### src/design/i6t_pkg.sv
// ----------------------------------------------------------------------------
// i6t_pkg
// Shared types, constants and helpers for the IPv6 address text formatter.
// ----------------------------------------------------------------------------
package i6t_pkg;

   localparam int WordCount = 8;
   localparam int MinRun    = 2;
   localparam int WordIdxW  = $clog2(WordCount);
   localparam int RunW      = $clog2(WordCount + 1);

   localparam logic [6:0] CharColon = 7'h3a;
   localparam logic [6:0] CharZero  = 7'h30;
   localparam logic [6:0] CharAlpha = 7'h57;

   typedef struct packed {
      logic       zero;
      logic [2:0] ndig;
   } lane_type;

   typedef struct packed {
      logic [WordCount-1:0][15:0] words;
      logic [WordCount-1:0][2:0]  ndig;
      logic [WordCount-1:0]       skip;
      logic [WordCount-1:0]       colon;
      logic                       tail;
   } job_type;

   function automatic logic [6:0] hex_char(input logic [3:0] nib);
      logic [6:0] base;
      base = (nib < 4'd10) ? CharZero : CharAlpha;
      return base + {3'b000, nib};
   endfunction

endpackage

### src/design/ipv6_address_to_text_core.sv
// ----------------------------------------------------------------------------
// ipv6_address_to_text_core
// Formats a 128-bit IPv6 address as canonical lowercase text, one character
// per output transfer.
// ----------------------------------------------------------------------------
// The request channel takes one address per transfer: the upper half in the
// low 64 bits of req_tdata, the lower half above it. Eight lanes examine the
// eight 16-bit words in parallel and a merge stage picks the first longest
// zero run of two or more words for the "::" shortening.
// The response channel returns the text as ASCII, one character per
// transfer, with rsp_tlast on the final character of each address.
// An address gives between 2 and 39 characters on the response channel.
// When the block is empty the first character passes through the pending
// slot, the active register and the output register. A second address is
// buffered while the current one streams, so consecutive texts follow
// without gaps.
// When rsp_tready is low the output register holds its character and
// emission pauses; req_tready drops once the buffer slot is full.
// Synchronous reset discards any buffered or partly sent address.
// ----------------------------------------------------------------------------
module ipv6_address_to_text_core (
   input  logic         clock,
   input  logic         reset,
   input  logic         req_tvalid,
   output logic         req_tready,
   input  logic [127:0] req_tdata,   // addr_high [63:0], addr_low [127:64]
   output logic         rsp_tvalid,
   input  logic         rsp_tready,
   output logic [7:0]   rsp_tdata,   // char_code [6:0], zero [7]
   output logic         rsp_tlast
);
   import i6t_pkg::*;

   logic [WordCount-1:0][15:0] words;
   lane_type [WordCount-1:0]   lanes;
   job_type                    job;
   logic [6:0]                 char_code;

   always_comb begin
      for (int i = 0; i < WordCount / 2; i++) begin
         words[i]                 = req_tdata[63 - 16 * i -: 16];
         words[i + WordCount / 2] = req_tdata[127 - 16 * i -: 16];
      end
   end

   for (genvar g = 0; g < WordCount; g++) begin : g_lane
      i6t_lane u_lane (
         .word (words[g]),
         .info (lanes[g])
      );
   end

   i6t_merge u_merge (
      .words (words),
      .lanes (lanes),
      .job   (job)
   );

   i6t_serial u_serial (
      .clock     (clock),
      .reset     (reset),
      .job_valid (req_tvalid),
      .job_ready (req_tready),
      .job       (job),
      .out_valid (rsp_tvalid),
      .out_ready (rsp_tready),
      .out_char  (char_code),
      .out_last  (rsp_tlast)
   );

   assign rsp_tdata = {1'b0, char_code};

endmodule

### src/design/i6t_lane.sv
// ----------------------------------------------------------------------------
// i6t_lane
// Per-word lane: flags a zero word and counts its significant hex digits.
// ----------------------------------------------------------------------------
module i6t_lane (
   input  logic [15:0]      word,
   output i6t_pkg::lane_type info
);
   import i6t_pkg::*;

   always_comb begin
      info.zero = (word == 16'h0000);
      priority if (word[15:12] != 4'h0) begin
         info.ndig = 3'd4;
      end else if (word[11:8] != 4'h0) begin
         info.ndig = 3'd3;
      end else if (word[7:4] != 4'h0) begin
         info.ndig = 3'd2;
      end else begin
         info.ndig = 3'd1;
      end
   end

endmodule

### src/design/i6t_merge.sv
// ----------------------------------------------------------------------------
// i6t_merge
// Combines the lane results: finds the first longest zero run and marks
// which words print, which carry a leading colon and whether a colon trails.
// ----------------------------------------------------------------------------
module i6t_merge (
   input  logic [i6t_pkg::WordCount-1:0][15:0] words,
   input  i6t_pkg::lane_type [i6t_pkg::WordCount-1:0] lanes,
   output i6t_pkg::job_type job
);
   import i6t_pkg::*;

   logic [RunW-1:0] run_pos;
   logic [RunW-1:0] run_len;
   logic [RunW-1:0] best_pos;
   logic [RunW-1:0] best_len;
   logic [RunW-1:0] run_end;

   always_comb begin
      run_pos  = '0;
      best_pos = '0;
      best_len = '0;
      for (int i = 0; i < WordCount; i++) begin
         if (!lanes[i].zero) begin
            run_len = RunW'(i) - run_pos;
            if (run_len > best_len) begin
               best_pos = run_pos;
               best_len = run_len;
            end
            run_pos = RunW'(i + 1);
         end
      end
      run_len = RunW'(WordCount) - run_pos;
      if (run_len > best_len) begin
         best_pos = run_pos;
         best_len = run_len;
      end
      if (best_len < RunW'(MinRun)) begin
         best_pos = '0;
         best_len = '0;
      end
      run_end = best_pos + best_len;

      job.words = words;
      for (int i = 0; i < WordCount; i++) begin
         job.ndig[i]  = lanes[i].ndig;
         job.skip[i]  = (best_len != '0) && (RunW'(i) >= best_pos) && (RunW'(i) < run_end);
         job.colon[i] = job.skip[i] ? (RunW'(i) == best_pos) : (i != 0);
      end
      job.tail = (best_len != '0) && (run_end == RunW'(WordCount));
   end

endmodule

### src/design/i6t_serial.sv
// ----------------------------------------------------------------------------
// i6t_serial
// Holds one pending and one active address and streams the active text out
// one character per transfer through an output register.
// ----------------------------------------------------------------------------
module i6t_serial (
   input  logic             clock,
   input  logic             reset,
   input  logic             job_valid,
   output logic             job_ready,
   input  i6t_pkg::job_type job,
   output logic             out_valid,
   input  logic             out_ready,
   output logic [6:0]       out_char,
   output logic             out_last
);
   import i6t_pkg::*;

   job_type             pend_ff, pend_in;
   logic                pend_v_ff, pend_v_in;
   job_type             cur_ff, cur_in;
   logic                act_ff, act_in;
   logic [WordIdxW-1:0] word_ff, word_in;
   logic [2:0]          pos_ff, pos_in;
   logic                tail_ff, tail_in;
   logic                rsp_v_ff, rsp_v_in;
   logic [6:0]          char_ff, char_in;
   logic                last_ff, last_in;

   logic                adv, step, load, accept;
   logic                word_end, found;
   logic [WordIdxW-1:0] next_word;
   logic [1:0]          dsel;
   logic [15:0]         cur_word;
   logic [3:0]          nib;
   logic [6:0]          cur_char;
   logic                cur_last;

   assign job_ready = !pend_v_ff;
   assign accept    = job_valid && !pend_v_ff;

   always_comb begin
      cur_word  = cur_ff.words[word_ff];
      dsel      = 2'(cur_ff.ndig[word_ff] - pos_ff);
      nib       = 4'(cur_word >> {dsel, 2'b00});
      word_end  = cur_ff.skip[word_ff] ? 1'b1 : (pos_ff == cur_ff.ndig[word_ff]);
      found     = 1'b0;
      next_word = '0;
      for (int j = WordCount - 1; j >= 0; j--) begin
         if ((WordIdxW'(j) > word_ff) && (cur_ff.colon[j] || !cur_ff.skip[j])) begin
            found     = 1'b1;
            next_word = WordIdxW'(j);
         end
      end
      if (tail_ff) begin
         cur_char = CharColon;
         cur_last = 1'b1;
      end else begin
         cur_char = (pos_ff == 3'd0) ? CharColon : hex_char(nib);
         cur_last = word_end && !found && !cur_ff.tail;
      end

      adv  = !rsp_v_ff || out_ready;
      step = act_ff && adv;
      load = pend_v_ff && (!act_ff || (step && cur_last));

      pend_in   = accept ? job : pend_ff;
      pend_v_in = accept ? 1'b1 : (load ? 1'b0 : pend_v_ff);

      cur_in  = cur_ff;
      act_in  = act_ff;
      word_in = word_ff;
      pos_in  = pos_ff;
      tail_in = tail_ff;
      if (load) begin
         cur_in  = pend_ff;
         act_in  = 1'b1;
         word_in = '0;
         pos_in  = pend_ff.colon[0] ? 3'd0 : 3'd1;
         tail_in = 1'b0;
      end else if (step) begin
         if (cur_last) begin
            act_in = 1'b0;
         end else if (word_end) begin
            if (found) begin
               word_in = next_word;
               pos_in  = cur_ff.colon[next_word] ? 3'd0 : 3'd1;
            end else begin
               tail_in = 1'b1;
            end
         end else begin
            pos_in = pos_ff + 3'd1;
         end
      end

      rsp_v_in = step || (rsp_v_ff && !out_ready);
      char_in  = step ? cur_char : char_ff;
      last_in  = step ? cur_last : last_ff;
   end

   always_ff @(posedge clock) begin
      if (reset) begin
         pend_v_ff <= 1'b0;
         act_ff    <= 1'b0;
         rsp_v_ff  <= 1'b0;
      end else begin
         pend_v_ff <= pend_v_in;
         act_ff    <= act_in;
         rsp_v_ff  <= rsp_v_in;
      end
   end

   always_ff @(posedge clock) begin
      pend_ff <= pend_in;
      cur_ff  <= cur_in;
      word_ff <= word_in;
      pos_ff  <= pos_in;
      tail_ff <= tail_in;
      char_ff <= char_in;
      last_ff <= last_in;
   end

   assign out_valid = rsp_v_ff;
   assign out_char  = char_ff;
   assign out_last  = last_ff;

endmodule
### config.mk
export PLATFORM = sky130hd
export DESIGN_NAME = ipv6_address_to_text_core
export DESIGN_NICKNAME = d
export VERILOG_FILES = /design/src/design/i6t_pkg.sv /design/src/design/ipv6_address_to_text_core.sv /design/src/design/i6t_lane.sv /design/src/design/i6t_merge.sv /design/src/design/i6t_serial.sv
export SDC_FILE = /design/constraint.sdc
export NUM_CORES = 1
export LEC_CHECK = 0
export BUFFER_PORTS_ARGS = -buffer_cell sky130_fd_sc_hd__buf_2
export CORE_UTILIZATION = 30
export CTS_CLUSTER_SIZE = 12
export DETAILED_ROUTE_END_ITERATION = 12
export PLACE_DENSITY_LB_ADDON = 0.15
export SYNTH_ARGS = -nofsm -noshare
export SYNTH_HDL_FRONTEND = slang
export SYNTH_HIERARCHICAL = 1
export SYNTH_SLANG_ARGS = --single-unit
### constraint.sdc
create_clock -name clock -period 12.8 [get_ports clock]
set_input_delay 0.64 -clock clock [delete_from_list [all_inputs] [get_ports clock]]
set_output_delay 0.64 -clock clock [all_outputs]
set_load 0.02 [all_outputs]
==> impl_results.rst <==
.. list-table::
   :header-rows: 1

   * - Metric
     - Value
   * - Run status
     - finished clean
   * - Filler cell count in the final layout
     - a little over 5000
   * - Final max-slew violation count
     - 0
   * - Max-cap violation count
     - 0
   * - Fmax achieved
     - approximately 0.085 GHz
   * - Layout Nets
     - 1227
   * - Deepest level of the CTS H-tree
     - 2
   * - Final Util
     - between 30% and 40%
   * - Final total negative setup slack
     - 0 ns
   * - Clock slew at the register clock pins of the worst setup and hold paths
     - approximately 0.06 ns
   * - Syn-to-layout area delta
     - 11.2%
   * - Number of antenna-violating nets in the routed design
     - 0
   * - Total cell area at the placement stage
     - between 15000 and 20000 um^2
   * - Sort of element at the start of the critical path
     - input pin
   * - Gate Count Post-Synth
     - 1015
   * - Unique masters post-synth
     - 83
   * - Pre-antenna DRT Iters
     - 7
   * - Clk Latency, worst-skew pair
     - ~0.54 ns
   * - Commonest register cell after synthesis
     - edfxtp_1
   * - Power per unit of standard cell area
     - 209 nW/um^2
   * - Maximum root-to-sink buffer count
     - 3
   * - Number of synthesis warnings
     - 6
   * - Sum of buffers and inverters on the critical path
     - 6
   * - Fraction of final layout cells with drive strength greater than 1
     - 29.6%
   * - Largest fanout on the critical path
     - 13
   * - GP Congestion
     - 0.820
   * - Worst path max stage delay
     - between 0.6 and 0.7 ns
   * - Type of the setup path with the least slack
     - input pin to flop
   * - Number of sinks driven by the clock tree
     - between 300 and 400
   * - Cell with the largest stage delay on the worst path
     - nor4_1
   * - Area of the mapped netlist
     - 16100 um^2
   * - Vias in the first global route
     - roughly 8500
   * - Buffer type at the clock tree root
     - clkbuf_16
   * - Number of failing hold endpoints at the final stage
     - 0
   * - Number of flip-flops and latches in the synthesized netlist
     - 356
   * - Post-route standard cell area excluding fillers
     - around 18000 um^2
   * - Share of synthesized registers carrying an async set or reset
     - 0%
   * - Maximum clock skew at final layout
     - 0.0138 ns
   * - Grt total ovfl
     - 0
   * - Sequential-to-total area share from yosys stat
     - 65.8%
   * - Antenna violations before repair
     - 1
   * - TritonCTS clock tree
     - done
   * - Post-detailed-route DRC marker count
     - 0
   * - Headroom to the max-slew limit
     - 29.8%
   * - Gates resized, CTS repair
     - 0
   * - Final Routed Wirelength
     - 37600 um
   * - First-pass GRT wire length
     - 54900 um
   * - Placement Rows
     - between 80 and 90
   * - Total CTS buffers
     - 42
   * - Fin crit period
     - 11.81 ns
   * - Routed wire length per instance
     - 21.1 um
   * - Setup repair after global routing missed its margin
     - no
   * - Endpoints failing setup
     - 0
   * - Detailed-route via count
     - 8379
   * - Leakage power total
     - ~0.0062 uW
   * - Pin count of the biggest net entering global routing
     - 98
   * - Placed insts
     - 1700
   * - Min Hold Slack
     - between 0.2 and 0.3 ns
   * - Post-detailed-route via-to-cell ratio
     - 4.72
   * - Starting density of the core
     - a little under a third
   * - Critical path's most frequent cell
     - ha_1
   * - Tot GR Track Use
     - 13.9%
   * - Die X
     - around 230 um
   * - Slew at the pin with the worst max-slew slack
     - 1.05 ns
   * - IO Count
     - approximately 140
   * - Floorplan Core Area
     - ~53000 um^2
   * - Peak ir drop on the vdd network
     - between 0.1 and 0.15 mV
   * - Number of standard cells in the final layout excluding fillers
     - between 1500 and 2000
   * - Number of buffers added to fix hold violations after cts
     - 0
   * - Crit-path leading delay family
     - compound AO/OA/AOI/OAI gates
   * - Setup Fix Bufs, Post-CTS
     - 0
   * - Path type of the worst min-delay path
     - input pin to flop
   * - Mean Syn Cell Area
     - between 15 and 20 um^2
   * - Number of synthesized flops with an enable pin
     - about 350
   * - Detailed Place HPWL
     - about 27000 um
   * - Die area
     - 54700 um^2
   * - Quantity of I/O buffers inserted on ports
     - 141
   * - Worst endpoint data arrival time
     - 12.09 ns
   * - Data required time of the critical path
     - 13.08 ns
   * - Final worst path period share
     - 92.3%
   * - Kind of capture point of the worst setup path
     - flop
   * - Die Span Y
     - 234 um
   * - Initial DRC count
     - 543
[power breakdown]
group	switching, uW	internal, uW	leakage (uW)
combinational	665	491	0.00225
sequential	56.7	1420	0.00333
clock	462	649	0.000641
total	1180	2560	0.00623
[metrics by stage]
stage	total power (uW)	setup WS, ns
after detailed placement	2680	0.542
after global routing	3950	0.173
after floorplan	2320	1.57
final	3750	0.991
after global placement	2680	0.658
after CTS	3820	1.10
[path summary, 6_finish.rpt]
kind,depth (start not counted),end,startpoint,slack (ns)
setup reg to reg,16,u_serial/out_char[2],u_serial/word_ff[0],6.80
setup / recovery,51,u_serial/pend_ff[2],req_tdata[49],0.99
hold reg to reg,0,u_serial/cur_ff[123],u_serial/pend_ff[123],0.41
hold / removal,1,u_serial/pend_ff[107],req_tdata[114],0.29
[per-layer routing]
metal  GRT usage [%]  vias up  routed length (um)
li1                -     3920                   -
met5               0        -                   0
met3            2.25       53                1450
met4            4.30        0                 792
met1            18.5     4222               17100
met2            23.1      184               18300
[cell usage in the layout (no fill, tap or decap), types with 5 or more instances in the layout]
cell	netlist	final
nor2b_1	15	14
nor2_1	29	29
buf_4	155	30
clkinv_2	0	10
clkbuf_1	3	8
nand2b_1	7	7
ha_1	37	37
nor3_1	11	11
a21oi_1	37	37
clkinv_1	1	8
or4_4	8	8
o21ai_1	6	6
mux4_2	44	44
edfxtp_1	349	349
nand2_1	32	32
a211oi_1	12	12
xnor2_1	5	5
nand3_1	7	7
o21a_1	9	9
mux2i_1	15	15
and4b_1	9	9
a21o_1	12	12
clkbuf_16	0	43
a31oi_1	8	8
inv_1	22	22
o211ai_1	5	5
nor4_1	27	27
dfxtp_1	7	5
buf_2	11	141
a22oi_1	6	6
or4_1	9	9
o21ai_0	15	15
and2_1	6	6
[cell type report]
cell class / instances / area (um^2) / share of cell area (%)
Inverter: 27 / 106 / 0.593
Antenna cell: 1 / 2.50 / 0.0139
Timing Repair Buffer: 171 / 931 / 5.19
Clock buffer: 53 / 1130 / 6.32
Sequential cell: 356 / 10600 / 59.2
Multi-Input combinational cell: 458 / 4130 / 23.0
Clock inverter: 23 / 153 / 0.851
Tap cell: 688 / 861 / 4.80
[kinds of logic (layout without fill, tap and decap cells)]
| logic type | Yosys count | after routing | synth area share (%) |
|---|---|---|---|
| compound gates | 158 | 158 | 7.31 |
| xor+xnor | 11 | 11 | 0.845 |
| fa+ha+maj | 39 | 39 | 3.12 |
| buf+inv | 202 | 274 | 8.62 |
| flops | 356 | 356 | 65.8 |
| mux | 66 | 66 | 7.67 |
| other cells | 3 | 5 | 0.0698 |
| simple gates | 180 | 180 | 6.53 |
[cell usage after synthesis (all sizes together) (12+ instances only)]
cell type,n,area (um^2)
a211oi,15,143
a21o,12,90.1
a21oi,40,219
buf,172,1280
edfxtp,349,10500
ha,37,463
inv,26,97.6
mux2i,17,186
mux4,44,991
nand2,34,133
nor2,31,121
nor2b,15,93.8
nor3,15,95.1
nor4,27,169
o21ai,22,114
or4,17,158
[sequential cells by signal, indices dropped and copies added, names as in the netlist]
signal	count
u_serial/act_ff	1
u_serial/cur_ff	169
u_serial/out_valid	1
u_serial/pos_ff	3
u_serial/tail_ff	1
u_serial/pend_ff	169
u_serial/pend_v_ff	1
u_serial/word_ff	3
u_serial/out_last	1
u_serial/out_char	7
No activity file was read; power rests on OpenSTA's default activity.
